--- config.mk ---
export PLATFORM = sky130hd
export DESIGN_NAME = bfea_adjust
export DESIGN_NICKNAME = d
export VERILOG_FILES = /design/src/rtl/bfea_pkg.sv /design/src/rtl/bfea_adjust.sv
export SDC_FILE = /design/constraint.sdc
export NUM_CORES = 1
export LEC_CHECK = 0
export BUFFER_PORTS_ARGS = -buffer_cell sky130_fd_sc_hd__buf_4
export CAP_MARGIN = 25
export CORE_MARGIN = 3
export CORE_UTILIZATION = 30
export DETAILED_ROUTE_END_ITERATION = 10
export SYNTH_ARGS = -nofsm -noshare
export SYNTH_HDL_FRONTEND = slang
export SYNTH_SLANG_ARGS = --single-unit
export TNS_END_PERCENT = 1
--- constraint.sdc ---
create_clock -name i_clk -period 4.68 [get_ports i_clk]
set_input_delay 0.468 -clock i_clk [delete_from_list [all_inputs] [get_ports i_clk]]
set_output_delay 0.468 -clock i_clk [all_outputs]
set_load 0.01 [all_outputs]
--- src/rtl/bfea_pkg.sv ---
// Shared types, constants and helpers of the best-fit extent allocator.
package bfea_pkg;

    localparam int unsigned DEF_MAX_EXTENTS  = 64;
    localparam int unsigned DEF_HEADER_BYTES = 16;

    localparam int unsigned ADDR_W   = 32;
    localparam int unsigned ALIGN_W  = 13;
    localparam int unsigned ADJ_W    = 14;
    localparam int unsigned CNT_W    = 16;
    localparam int unsigned CFG_IDX_W = 1;

    localparam logic [CFG_IDX_W-1:0] REG_HEAP_BASE = 1'b0;
    localparam logic [CFG_IDX_W-1:0] REG_HEAP_SIZE = 1'b1;

    localparam logic FUNC_ALLOC = 1'b0;
    localparam logic FUNC_FREE  = 1'b1;

    typedef enum logic [1:0] {
        ST_OK    = 2'd0,
        ST_NOFIT = 2'd1,
        ST_FULL  = 2'd2
    } t_status;

    typedef struct packed {
        logic [ADDR_W-1:0] start;
        logic [ADDR_W-1:0] size;
    } t_entry;

    function automatic logic [ADDR_W-1:0] sat_add(input logic [ADDR_W-1:0] a,
                                                  input logic [ADDR_W-1:0] b);
        logic [ADDR_W:0] s;
        s = {1'b0, a} + {1'b0, b};
        return s[ADDR_W] ? '1 : s[ADDR_W-1:0];
    endfunction

endpackage

--- src/rtl/bfea_adjust.sv ---
// Header adjustment unit: bit-serial remainder, then alignment steps up to the header size.
module bfea_adjust
    import bfea_pkg::*;
#(
    parameter int unsigned HEADER_BYTES = DEF_HEADER_BYTES
) (
    input  logic               i_clk,
    input  logic               i_rst_n,
    input  logic               i_go,
    input  logic [ADDR_W-1:0]  i_start,
    input  logic [ALIGN_W-1:0] i_align,
    output logic               o_done,
    output logic [ADJ_W-1:0]   o_adj
);
    typedef enum logic [3:0] {
        A_IDLE = 4'b0001,
        A_DIV  = 4'b0010,
        A_FIX  = 4'b0100,
        A_STEP = 4'b1000
    } t_astate;

    t_astate                     r_state, n_state;
    logic [$clog2(ADDR_W)-1:0]   r_cnt, n_cnt;
    logic [ADDR_W-1:0]           r_dvd, n_dvd;
    logic [ALIGN_W-1:0]          r_div, n_div;
    logic [ALIGN_W-1:0]          r_rem, n_rem;
    logic [ADJ_W-1:0]            r_adj, n_adj;
    logic [ALIGN_W:0]            w_sh;
    logic                        w_below;

    assign w_sh    = {r_rem, r_dvd[ADDR_W-1]};
    assign w_below = r_adj < ADJ_W'(HEADER_BYTES);
    assign o_done  = (r_state == A_STEP) && !w_below;
    assign o_adj   = r_adj;

    always_comb begin
        n_state = r_state;
        n_cnt   = r_cnt;
        n_dvd   = r_dvd;
        n_div   = r_div;
        n_rem   = r_rem;
        n_adj   = r_adj;
        unique case (r_state)
            A_IDLE: begin
                if (i_go) begin
                    n_dvd   = i_start;
                    n_div   = (i_align == '0) ? ALIGN_W'(1) : i_align;
                    n_rem   = '0;
                    n_cnt   = '0;
                    n_state = A_DIV;
                end
            end
            A_DIV: begin
                // One quotient bit per cycle; only the remainder is kept.
                if (w_sh >= {1'b0, r_div}) begin
                    n_rem = ALIGN_W'(w_sh - {1'b0, r_div});
                end else begin
                    n_rem = w_sh[ALIGN_W-1:0];
                end
                n_dvd = r_dvd << 1;
                n_cnt = r_cnt + 1'b1;
                if (&r_cnt) begin
                    n_state = A_FIX;
                end
            end
            A_FIX: begin
                n_adj   = (r_rem == '0) ? '0 : ADJ_W'(r_div - r_rem);
                n_state = A_STEP;
            end
            A_STEP: begin
                if (w_below) begin
                    n_adj = r_adj + ADJ_W'(r_div);
                end else begin
                    n_state = A_IDLE;
                end
            end
            default: n_state = A_IDLE;
        endcase
    end

    always_ff @(posedge i_clk) begin
        if (!i_rst_n) begin
            r_state <= A_IDLE;
        end else begin
            r_state <= n_state;
        end
    end

    always_ff @(posedge i_clk) begin
        r_cnt <= n_cnt;
        r_dvd <= n_dvd;
        r_div <= n_div;
        r_rem <= n_rem;
        r_adj <= n_adj;
    end
endmodule

==> results of run 1 <==
routing by layer:
metal | global-route usage | up-vias | share of wire
met5 | 0 | - | 0
met4 | 0.0433 | 0 | 0.015
met3 | 0.0331 | 15 | 0.057
met2 | 0.222 | 119 | 0.48
met1 | 0.158 | 1955 | 0.44
li1 | - | 2075 | -
flip-flops by register name, summed over array words and instances (netlist names):
register,cells
r_dvd,32
o_adj,14
r_div,13
r_rem,13
r_cnt,5
r_state,4
cell families after synthesis:
family          after synthesis  synth area share
mux                           5            0.0104
fa+ha+maj                    44             0.108
simple gates                224             0.193
flops                        81             0.452
compound gates              111             0.145
xor+xnor                     30            0.0496
buf+inv                      55            0.0418
final timing paths:
check,start,endpoint,cells past startpoint
worst max-delay path,r_div[2],r_rem[10],8
worst min-delay path,i_align[3],r_div[3],1
worst max register to register,r_div[2],r_rem[10],8
worst min register to register,r_dvd[12],r_dvd[13],2
final cells by class:
type	instances	share of cell area
flip-flops and latches	81	0.383
multi-input cells	414	0.431
clock buffers	10	0.0367
well taps	220	0.0441
repair buffers	67	0.0812
clock inverters	6	0.00561
inverters	30	0.0180
per-stage QoR:
stage          utilization  instance area (um2)  total power [uW]
6_report             0.368                 6240              2200
5_1_grt              0.368                 6240              2330
4_1_cts              0.368                 6240              2210
3_5_place_dp         0.353                 5980              1560
3_3_place_gp         0.352                 5960              1540
2_1_floorplan            -                 5290              1410
layout by cell type, fill, tap and decap left out, types with 3 or more instances in the layout:
cell type                    count
sky130_fd_sc_hd__nor3_1          8
sky130_fd_sc_hd__nand2_1       120
sky130_fd_sc_hd__a31oi_1         5
sky130_fd_sc_hd__dfxtp_1         4
sky130_fd_sc_hd__edfxtp_1       77
sky130_fd_sc_hd__inv_1          30
sky130_fd_sc_hd__xnor2_1        18
sky130_fd_sc_hd__mux2i_1         4
sky130_fd_sc_hd__nand4_1         5
sky130_fd_sc_hd__o21ai_0        18
sky130_fd_sc_hd__and2_1          6
sky130_fd_sc_hd__nand2b_1        9
sky130_fd_sc_hd__xor2_1         12
sky130_fd_sc_hd__a21oi_1        20
sky130_fd_sc_hd__or4_1           5
sky130_fd_sc_hd__o22ai_1        16
sky130_fd_sc_hd__clkbuf_16       9
sky130_fd_sc_hd__clkinvlp_4      3
sky130_fd_sc_hd__nor4_1          5
sky130_fd_sc_hd__nor2b_1         8
sky130_fd_sc_hd__o221ai_1        3
sky130_fd_sc_hd__and3_1          4
sky130_fd_sc_hd__a211oi_1        7
sky130_fd_sc_hd__a211oi_2        3
sky130_fd_sc_hd__o21a_1          8
sky130_fd_sc_hd__or2_2           6
sky130_fd_sc_hd__ha_1           41
sky130_fd_sc_hd__nand3_1         7
sky130_fd_sc_hd__buf_4          66
sky130_fd_sc_hd__fa_1            3
sky130_fd_sc_hd__nor2_1         32
sky130_fd_sc_hd__a21o_1         12
where the power goes:
part | internal (uW) | leakage [uW] | switching, uW
combinational | 269 | 0.00175 | 339
clock | 355 | 0.000120 | 295
sequential | 898 | 0.000765 | 45.4
critical path, stage by stage, from the launching register on:
cell                       delay (ns)
sky130_fd_sc_hd__edfxtp_1        0.39
sky130_fd_sc_hd__inv_1           0.07
sky130_fd_sc_hd__ha_1            0.38
sky130_fd_sc_hd__nor2b_1         0.18
sky130_fd_sc_hd__o21ai_0         0.37
sky130_fd_sc_hd__a31oi_1         0.18
sky130_fd_sc_hd__or4_1           0.85
sky130_fd_sc_hd__nand2_1         0.30
sky130_fd_sc_hd__o22ai_1         0.12
==> impl_metrics.sql, run 1 <==
INSERT INTO impl_metrics (metric_group, metric, value, unit) VALUES
('yosys', 'syn_std_cell_area', '5290', 'um2'),
('timing', 'whs', '0.308', 'ns'),
('yosys', 'async_reset_ff_frac', '0', ''),
('routing', 'route.detailed.wl_per_inst', '15.0', 'um'),
('die', 'die_area', '19300', 'um2'),
('timing', 'maxSlewHeadroom', '0.434', ''),
('finish', 'non_filler_cells_final', '828', ''),
('timing', 'setup-tns-final', '0', 'ns'),
('cts', 'cts_hold_repair.buffers', '0', ''),
('timing', 'setup_slack', '1.54', 'ns'),
('timing', 'timing.final.max_slew_violations', '0', ''),
('die', 'ioPinCount', '63', ''),
('worst_setup_path', 'worst-path-max-fanout', '16', ''),
('worst_setup_path', 'critPathCaptureType', 'flip-flop', ''),
('die', 'initial_core_util', '0.313', ''),
('yosys', 'synthMostInstantiatedCell', 'sky130_fd_sc_hd__nand2_1', ''),
('timing', 'maxClockFrequency', '318', 'MHz'),
('worst_setup_path', 'regToRegSetupSlack', '1.54', 'ns'),
('finish', 'antenna-diode-count', '0', ''),
('finish', 'nNetsFinal', '695', ''),
('yosys', 'synth_unique_cells', '53', ''),
('yosys', 'yosys_warnings', '0', ''),
('cts', 'tritoncts', 'built', ''),
('outcome', 'status', 'finished clean', ''),
('routing', 'routed_wirelength', '12.4', 'mm'),
('placed_design', 'preCtsSetupSlack', '1.61', 'ns'),
('cts', 'cts_setup_buffers', '0', ''),
('worst_setup_path', 'timing.critical_path.required', '4.74', 'ns'),
('timing', 'finalClockSkew', '0.00864', 'ns'),
('cts', 'cts.htree.levels', '3', ''),
('placed_design', 'post-place-cells', '812', ''),
('yosys', 'synth_common_cells', 'sky130_fd_sc_hd__nand2_1, sky130_fd_sc_hd__edfxtp_1, sky130_fd_sc_hd__ha_1, sky130_fd_sc_hd__nor2_1, sky130_fd_sc_hd__inv_1', ''),
('worst_setup_path', 'setup.worst_path.class', 'reg2reg', ''),
('worst_setup_path', 'arrival_worst_endpoint', '3.20', 'ns'),
('run', 'timing.max_cap.violations', '0', ''),
('die', 'core_region_area', '16900', 'um2'),
('timing', 'setup-violations-final', '0', ''),
('hold_path', 'type_of_the_worst_min_delay_path', 'in2reg', ''),
('timing', 'worst_pin_slew', '0.848', 'ns'),
('placed_design', 'port_buffers', '62', ''),
('yosys', 'ys_seq_area_frac', '0.452', ''),
('placed_design', 'final_gp_congestion', '0.851', ''),
('routing', 'num_vias', '4164', ''),
('timing', 'hold_viol_final', '0', ''),
('global_route', 'grt_first_pass_wirelength', '20.4', 'mm'),
('cts', 'insertion_delay', '0.35', 'ns'),
('cts', 'cts.sinks', '81', ''),
('yosys', 'postSynthRegisterBits', '81', ''),
('yosys', 'netlist_top_cells_area', 'sky130_fd_sc_hd__edfxtp_1, sky130_fd_sc_hd__ha_1, sky130_fd_sc_hd__nand2_1', ''),
('global_route', 'grt_usage', '0.129', ''),
('yosys', 'synth_top_cell_area_share', '0.437', ''),
('timing', 'min_period', '3.14', 'ns'),
('timing', 'grt_setup_unrepaired', 'no', ''),
('yosys', 'synthDominantAreaCellType', 'sky130_fd_sc_hd__edfxtp_1', ''),
('cts', 'ctsRootBufferMaster', 'sky130_fd_sc_hd__clkbuf_16', ''),
('yosys', 'synth.avg_cell_area', '9.62', 'um2'),
('die', 'floorplan.die.width', '139', 'um'),
('die', 'placementRows', '47', ''),
('timing', 'post-route-period-util', '0.671', ''),
('finish', 'area.sequential', '2390', 'um2'),
('routing', 'avgViaCountPerCell', '5.03', ''),
('finish', 'multi_input_comb_area', '2690', 'um2'),
('routing', 'drt.antenna.violating_nets', '0', ''),
('yosys', 'synthCells', '550', ''),
('die', 'die-height', '139', 'um'),
('finish', 'fraction_of_layout_cells_with_a_size_suffix_above_1', '0.160', ''),
('cts', 'post_cts_resized', '0', ''),
('cts', 'cts_made_buffers', '9', ''),
('placed_design', 'hpwl', '9.50', 'mm'),
('routing', 'drtPass1Iterations', '4', ''),
('cts', 'max-clock-path-buffers', '2', '');
(Power assumes the default switching activity.)
==> inputs of run 2 (changes only) <==
Clock period 4.68 ns to 2.55 ns, I/O delays scaled along.
==> impl_metrics.sql, run 2 (synthesis gave the netlist of run 1 again) <==
INSERT INTO impl_metrics (metric_group, metric, value, unit) VALUES
('worst_setup_path', 'timing.critical_path.required', '2.75', 'ns'),
('timing', 'setup_slack', '-0.000826', 'ns'),
('routing', 'drtPass1Iterations', '4', ''),
('global_route', 'largest_net_degree_at_the_start_of_global_routing', '51', ''),
('hold_path', 'type_of_the_worst_min_delay_path', 'in2reg', ''),
('cts', 'tritoncts', 'built', ''),
('worst_setup_path', 'worst-path-max-fanout', '11', ''),
('worst_setup_path', 'critical_path.startpoint_type', 'flip-flop', ''),
('global_route', 'first_global_vias', '4270', ''),
('die', 'core_region_area', '16900', 'um2'),
('finish', 'nNetsFinal', '740', ''),
('pwr', 'cellPowerDensity', '671', 'nW/um2'),
('timing', 'min_period', '2.55', 'ns'),
('pwr', 'clkPwrFrac', '0.336', ''),
('worst_setup_path', 'critical_path_depth', '9', ''),
('timing', 'whs', '0.0998', 'ns'),
('global_route', 'globalRoute.totalOverflow', '0', ''),
('hold_path', 'min_delay_path_depth', '1', ''),
('cts', 'insertion_delay', '0.34', 'ns'),
('timing', 'post-route-period-util', '1.00', ''),
('placed_design', 'final_gp_congestion', '0.936', ''),
('global_route', 'grt_antenna_before_repair', '0', ''),
('run', 'timing.max_cap.violations', '0', ''),
('worst_setup_path', 'slowest_delay', '0.42', 'ns'),
('finish', 'largest-register', 'r_dvd', ''),
('pwr', 'worst_ir_drop_vdd', '0.355', 'mV'),
('routing', 'avgViaCountPerCell', '4.95', ''),
('worst_setup_path', 'arrival_worst_endpoint', '2.76', 'ns'),
('timing', 'setup-violations-final', '1', ''),
('timing', 'maxClockFrequency', '392', 'MHz'),
('pwr', 'seq_power_share', '0.378', ''),
('placed_design', 'hpwl', '10.2', 'mm'),
('global_route', 'grt_usage', '0.138', ''),
('cts', 'cts_hold_repair.buffers', '0', ''),
('timing', 'maxSlewHeadroom', '0.706', ''),
('pwr', 'part_of_the_power_in_combinational_logic', '0.286', ''),
('outcome', 'violations_in_the_final_reports', 'negative setup slack', ''),
('cts', 'cts.htree.levels', '3', ''),
('die', 'ioPinCount', '63', ''),
('routing', 'detail_route.iter0.violations', '213', ''),
('timing', 'finalClockSkew', '0.00748', 'ns'),
('die', 'initial_core_util', '0.313', ''),
('timing', 'hold_viol_final', '0', ''),
('timing', 'timing.final.max_slew_violations', '0', ''),
('worst_setup_path', 'cpMaxStageDelayCell', 'sky130_fd_sc_hd__or4_1', ''),
('cts', 'cts.sinks', '81', ''),
('worst_setup_path', 'cpLargestDelayFamily', 'compound AO/OA/AOI/OAI gates', ''),
('worst_setup_path', 'critPathCaptureType', 'flip-flop', ''),
('routing', 'routed_wirelength', '13.3', 'mm'),
('worst_setup_path', 'rr_worst_depth', '9', ''),
('cts', 'cts_made_buffers', '9', ''),
('routing', 'num_vias', '4321', ''),
('placed_design', 'port_buffers', '62', ''),
('finish', 'layout.cells.most_common', 'sky130_fd_sc_hd__nand2_1', ''),
('pwr', 'swShare', '0.289', ''),
('die', 'floorplan.die.width', '139', 'um'),
('pwr', 'internal-power', '3210', 'uW'),
('worst_setup_path', 'critical_path.n_buffers_inverters', '2', ''),
('routing', 'route.detailed.wl_per_inst', '15.3', 'um'),
('outcome', 'status', 'finished with violations', ''),
('pwr', 'p_leak', '0.00291', 'uW'),
('finish', 'finalInstanceArea', '6740', 'um2'),
('global_route', 'grt_first_pass_wirelength', '21.6', 'mm'),
('finish', 'largest_reg_flops', '32', ''),
('cts', 'ctsRootBufferMaster', 'sky130_fd_sc_hd__clkbuf_16', ''),
('placed_design', 'postPlaceCellArea', '6320', 'um2'),
('timing', 'grt_setup_unrepaired', 'yes', ''),
('die', 'placementRows', '47', ''),
('finish', 'most-common-layout-cells', 'sky130_fd_sc_hd__nand2_1, sky130_fd_sc_hd__buf_4, sky130_fd_sc_hd__edfxtp_1', ''),
('pwr', 'totalPowerFinal', '4520', 'uW'),
('worst_setup_path', 'setup.worst_path.class', 'reg2reg', ''),
('cts', 'cts.reportedPaths.clkPinSlew', '0.06', 'ns'),
('worst_setup_path', 'timing.critical_path.cells', 'inv_1, ha_1, a211o_1, a2111oi_4, nor3_1, or4_1, buf_6, mux2_4, nor2_2', ''),
('routing', 'drt.antenna.violating_nets', '0', ''),
('finish', 'antenna-diode-count', '0', ''),
('finish', 'fraction_of_layout_cells_with_a_size_suffix_above_1', '0.237', ''),
('cts', 'max-clock-path-buffers', '2', ''),
('die', 'die-height', '139', 'um'),
('pwr', 'net_load_switching_power', '1310', 'uW'),
('die', 'die_area', '19300', 'um2'),
('finish', 'area.growth.synth_to_final', '27.3', '%'),
('routing', 'remaining_design_rule_violation_count', '0', ''),
('placed_design', 'preCtsSetupSlack', '-0.0630', 'ns'),
('timing', 'worst_pin_slew', '0.441', 'ns');
[run 2: cell types whose count changed in the layout (fill, tap and decap cells not counted), sizes merged]
cell / delta
buf: +45
clkinvlp: -3
bufinv: +3
[run 2: what timing repair did]
item	4_1_cts	5_1_grt
endpoints found under the hold margin	0	0
pin swaps	1	2
resized for setup	4	10
buffers inserted	1	3
setup endpoints to repair	10	17
[run 2: power by group through the flow]
stage | sequential (uW) | combinational, uW | clock [uW]
floorplan | 1730 | 862 | 0
global placement | 1730 | 1210 | 0
detailed placement | 1740 | 1240 | 0
CTS | 1710 | 1260 | 1560
global route | 1720 | 1440 | 1610
finish | 1710 | 1290 | 1520
[run 2: final cells by class]
type,instances,area [um2]
Multi-Input combinational cell,414,2730
Fill cell,1645,10200
Sequential cell,81,2390
Tap cell,220,275
Inverter,30,113
Timing Repair Buffer,112,882
Clock inverter,6,116
Clock buffer,10,229
[run 2: through the flow]
step / setup TNS (ns) / std cells / util
6_report: -0.000826 / 873 / 0.398
3_3_place_gp: 0 / 853 / 0.373
2_1_floorplan: -0.128 / 550 / -
5_1_grt: -0.753 / 873 / 0.398
4_1_cts: 0 / 870 / 0.394
3_5_place_dp: -0.299 / 853 / 0.373
[run 2: layer usage]
metal	global-route usage	routed length (um)
met1	0.179	6100
met4	0.0417	180
met5	0	0
met3	0.0334	652
met2	0.228	6400
[run 2: path summary, 6_finish.rpt]
| kind | startpoint | endpoint | slack [ns] |
|---|---|---|---|
| max | r_div[7] | r_rem[6] | -0.0008 |
| min | i_align[10] | r_div[10] | 0.1 |
| max reg2reg | r_div[7] | r_rem[6] | -0.0008 |
| min reg2reg | r_dvd[28] | r_dvd[29] | 0.51 |
==> inputs of run 3 (changes only) <==
Settings changed: MAX_ROUTING_LAYER set to met4.
==> impl_metrics.sql, run 3 (synthesis gave the netlist of run 1 again) <==
INSERT INTO impl_metrics (metric_group, metric, value, unit) VALUES
('finish', 'largest-register', 'r_dvd', ''),
('cts', 'cts.htree.levels', '3', ''),
('global_route', 'globalRoute.totalOverflow', '0', ''),
('routing', 'routed_wirelength', '13.0', 'mm'),
('global_route', 'grt_antenna_before_repair', '0', ''),
('worst_setup_path', 'arrival_worst_endpoint', '2.71', 'ns'),
('placed_design', 'port_buffers', '62', ''),
('global_route', 'grt_first_pass_wirelength', '21.2', 'mm'),
('pwr', 'cellPowerDensity', '631', 'nW/um2'),
('finish', 'fraction_of_layout_cells_with_a_size_suffix_above_1', '0.233', ''),
('cts', 'insertion_delay', '0.35', 'ns'),
('die', 'die_area', '19300', 'um2'),
('pwr', 'worst_ir_drop_vdd', '0.391', 'mV'),
('timing', 'hold_viol_final', '0', ''),
('finish', 'area.sequential', '2390', 'um2'),
('worst_setup_path', 'critPathCaptureType', 'flip-flop', ''),
('hold_path', 'min_delay_path_depth', '1', ''),
('timing', 'min_period', '2.50', 'ns'),
('global_route', 'first_global_vias', '4293', ''),
('worst_setup_path', 'slowest_delay', '0.43', 'ns'),
('finish', 'area.growth.synth_to_final', '25.7', '%'),
('placed_design', 'final_gp_congestion', '0.928', ''),
('hold_path', 'type_of_the_worst_min_delay_path', 'in2reg', ''),
('run', 'timing.max_cap.violations', '0', ''),
('finish', 'most-common-layout-cells', 'sky130_fd_sc_hd__nand2_1, sky130_fd_sc_hd__buf_4, sky130_fd_sc_hd__edfxtp_1', ''),
('timing', 'grt_setup_unrepaired', 'yes', ''),
('worst_setup_path', 'critical_path.n_buffers_inverters', '1', ''),
('timing', 'finalClockSkew', '0.0100', 'ns'),
('worst_setup_path', 'regToRegSetupSlack', '0.05', 'ns'),
('worst_setup_path', 'critical_path_depth', '8', ''),
('cts', 'cts.sinks', '81', ''),
('cts', 'cts_made_buffers', '9', ''),
('timing', 'worst_pin_slew', '0.448', 'ns'),
('cts', 'cts.reportedPaths.clkPinSlew', '0.06', 'ns'),
('cts', 'max-clock-path-buffers', '2', ''),
('worst_setup_path', 'cpLargestDelayFamily', 'compound AO/OA/AOI/OAI gates', ''),
('timing', 'timing.final.max_slew_violations', '0', ''),
('routing', 'drt.antenna.violating_nets', '0', ''),
('timing', 'setup-violations-final', '0', ''),
('worst_setup_path', 'timing.critical_path.required', '2.76', 'ns'),
('finish', 'non_filler_cells_final', '869', ''),
('worst_setup_path', 'critical_path.startpoint_type', 'flip-flop', ''),
('global_route', 'largest_net_degree_at_the_start_of_global_routing', '51', ''),
('worst_setup_path', 'cpMaxStageDelayCell', 'sky130_fd_sc_hd__edfxtp_1', ''),
('pwr', 'totalPowerFinal', '4200', 'uW'),
('die', 'ioPinCount', '63', ''),
('routing', 'num_vias', '4332', ''),
('die', 'floorplan.die.width', '139', 'um'),
('finish', 'num-fill-cells', '1698', ''),
('routing', 'detail_route.iter0.violations', '319', ''),
('routing', 'avgViaCountPerCell', '4.99', ''),
('die', 'initial_core_util', '0.313', ''),
('routing', 'drtPass1Iterations', '5', ''),
('worst_setup_path', 'timing.critical_path.cells', 'ha_1, a211o_1, a2111oi_4, nor3_1, or4_1, buf_6, mux2_4, nor2_2', ''),
('timing', 'post-route-period-util', '0.982', ''),
('finish', 'antenna-diode-count', '0', ''),
('global_route', 'grt_usage', '0.139', ''),
('worst_setup_path', 'setup.worst_path.class', 'reg2reg', ''),
('finish', 'largest_reg_flops', '32', ''),
('die', 'placementRows', '47', ''),
('routing', 'route.detailed.wl_per_inst', '15.0', 'um'),
('finish', 'layout.cells.most_common', 'sky130_fd_sc_hd__nand2_1', ''),
('timing', 'maxClockFrequency', '399', 'MHz'),
('placed_design', 'post-place-cells', '853', ''),
('outcome', 'status', 'finished clean', ''),
('finish', 'multi_input_comb_area', '2760', 'um2'),
('die', 'core_region_area', '16900', 'um2'),
('worst_setup_path', 'worst-path-max-fanout', '11', ''),
('timing', 'maxSlewHeadroom', '0.701', ''),
('cts', 'cts_hold_repair.buffers', '0', ''),
('cts', 'ctsRootBufferMaster', 'sky130_fd_sc_hd__clkbuf_16', ''),
('cts', 'tritoncts', 'built', ''),
('finish', 'nNetsFinal', '736', ''),
('placed_design', 'hpwl', '9.95', 'mm'),
('die', 'die-height', '139', 'um'),
('routing', 'remaining_design_rule_violation_count', '0', ''),
('worst_setup_path', 'rr_worst_depth', '8', ''),
('pwr', 'p_leak', '0.00285', 'uW');
[run 3: final cells by class]
class                      count  area share
clock buffer                  11      0.0350
clock inverter                 5     0.00489
inverter                      30      0.0169
multi-input combinational    414       0.414
sequential                    81       0.359
tap                          220      0.0414
timing repair buffer         108       0.128
[run 3: metal layers]
metal  share of wire  vias to the layer above  global-route usage
met5               0                        -                   -
met1            0.46                     2010               0.179
li1                -                     2158                   -
met3           0.056                       23              0.0300
met4           0.021                        0              0.0494
met2            0.46                      141               0.218
[run 3: worst paths after layout]
path	end	from
setup / recovery	r_rem[6]	r_rem[5]
hold / removal	r_div[10]	i_align[10]
setup reg to reg	r_rem[6]	r_rem[5]
hold reg to reg	r_dvd[24]	r_dvd[23]
[run 3: timing repair]
action / CTS / global route
endpoints found under the setup margin: 7 / 17
pin swaps: 1 / 2
hold endpoints to repair: 0 / 0
setup buffers: 0 / 0
resized for setup: 3 / 15
[run 3: power by group]
group	internal [uW]	switching (uW)	total, uW
sequential	1640	70.2	1710
combinational	607	681	1290
clock	657	537	1190
total	2910	1290	4200
[run 3: stage by stage]
stage	hold slack (ns)	TNS (ns)	util	area (um2)	setup WS (ns)
after floorplan	0.334	-0.128	-	5300	-0.0640
after global placement	0.447	0	0.373	6320	0.0451
after detailed placement	0.446	-0.0926	0.373	6320	-0.0297
after CTS	0.0774	0	0.389	6590	0.0131
after global routing	0.0841	-0.537	0.393	6660	-0.0815
final	0.0971	0	0.393	6660	0.0453
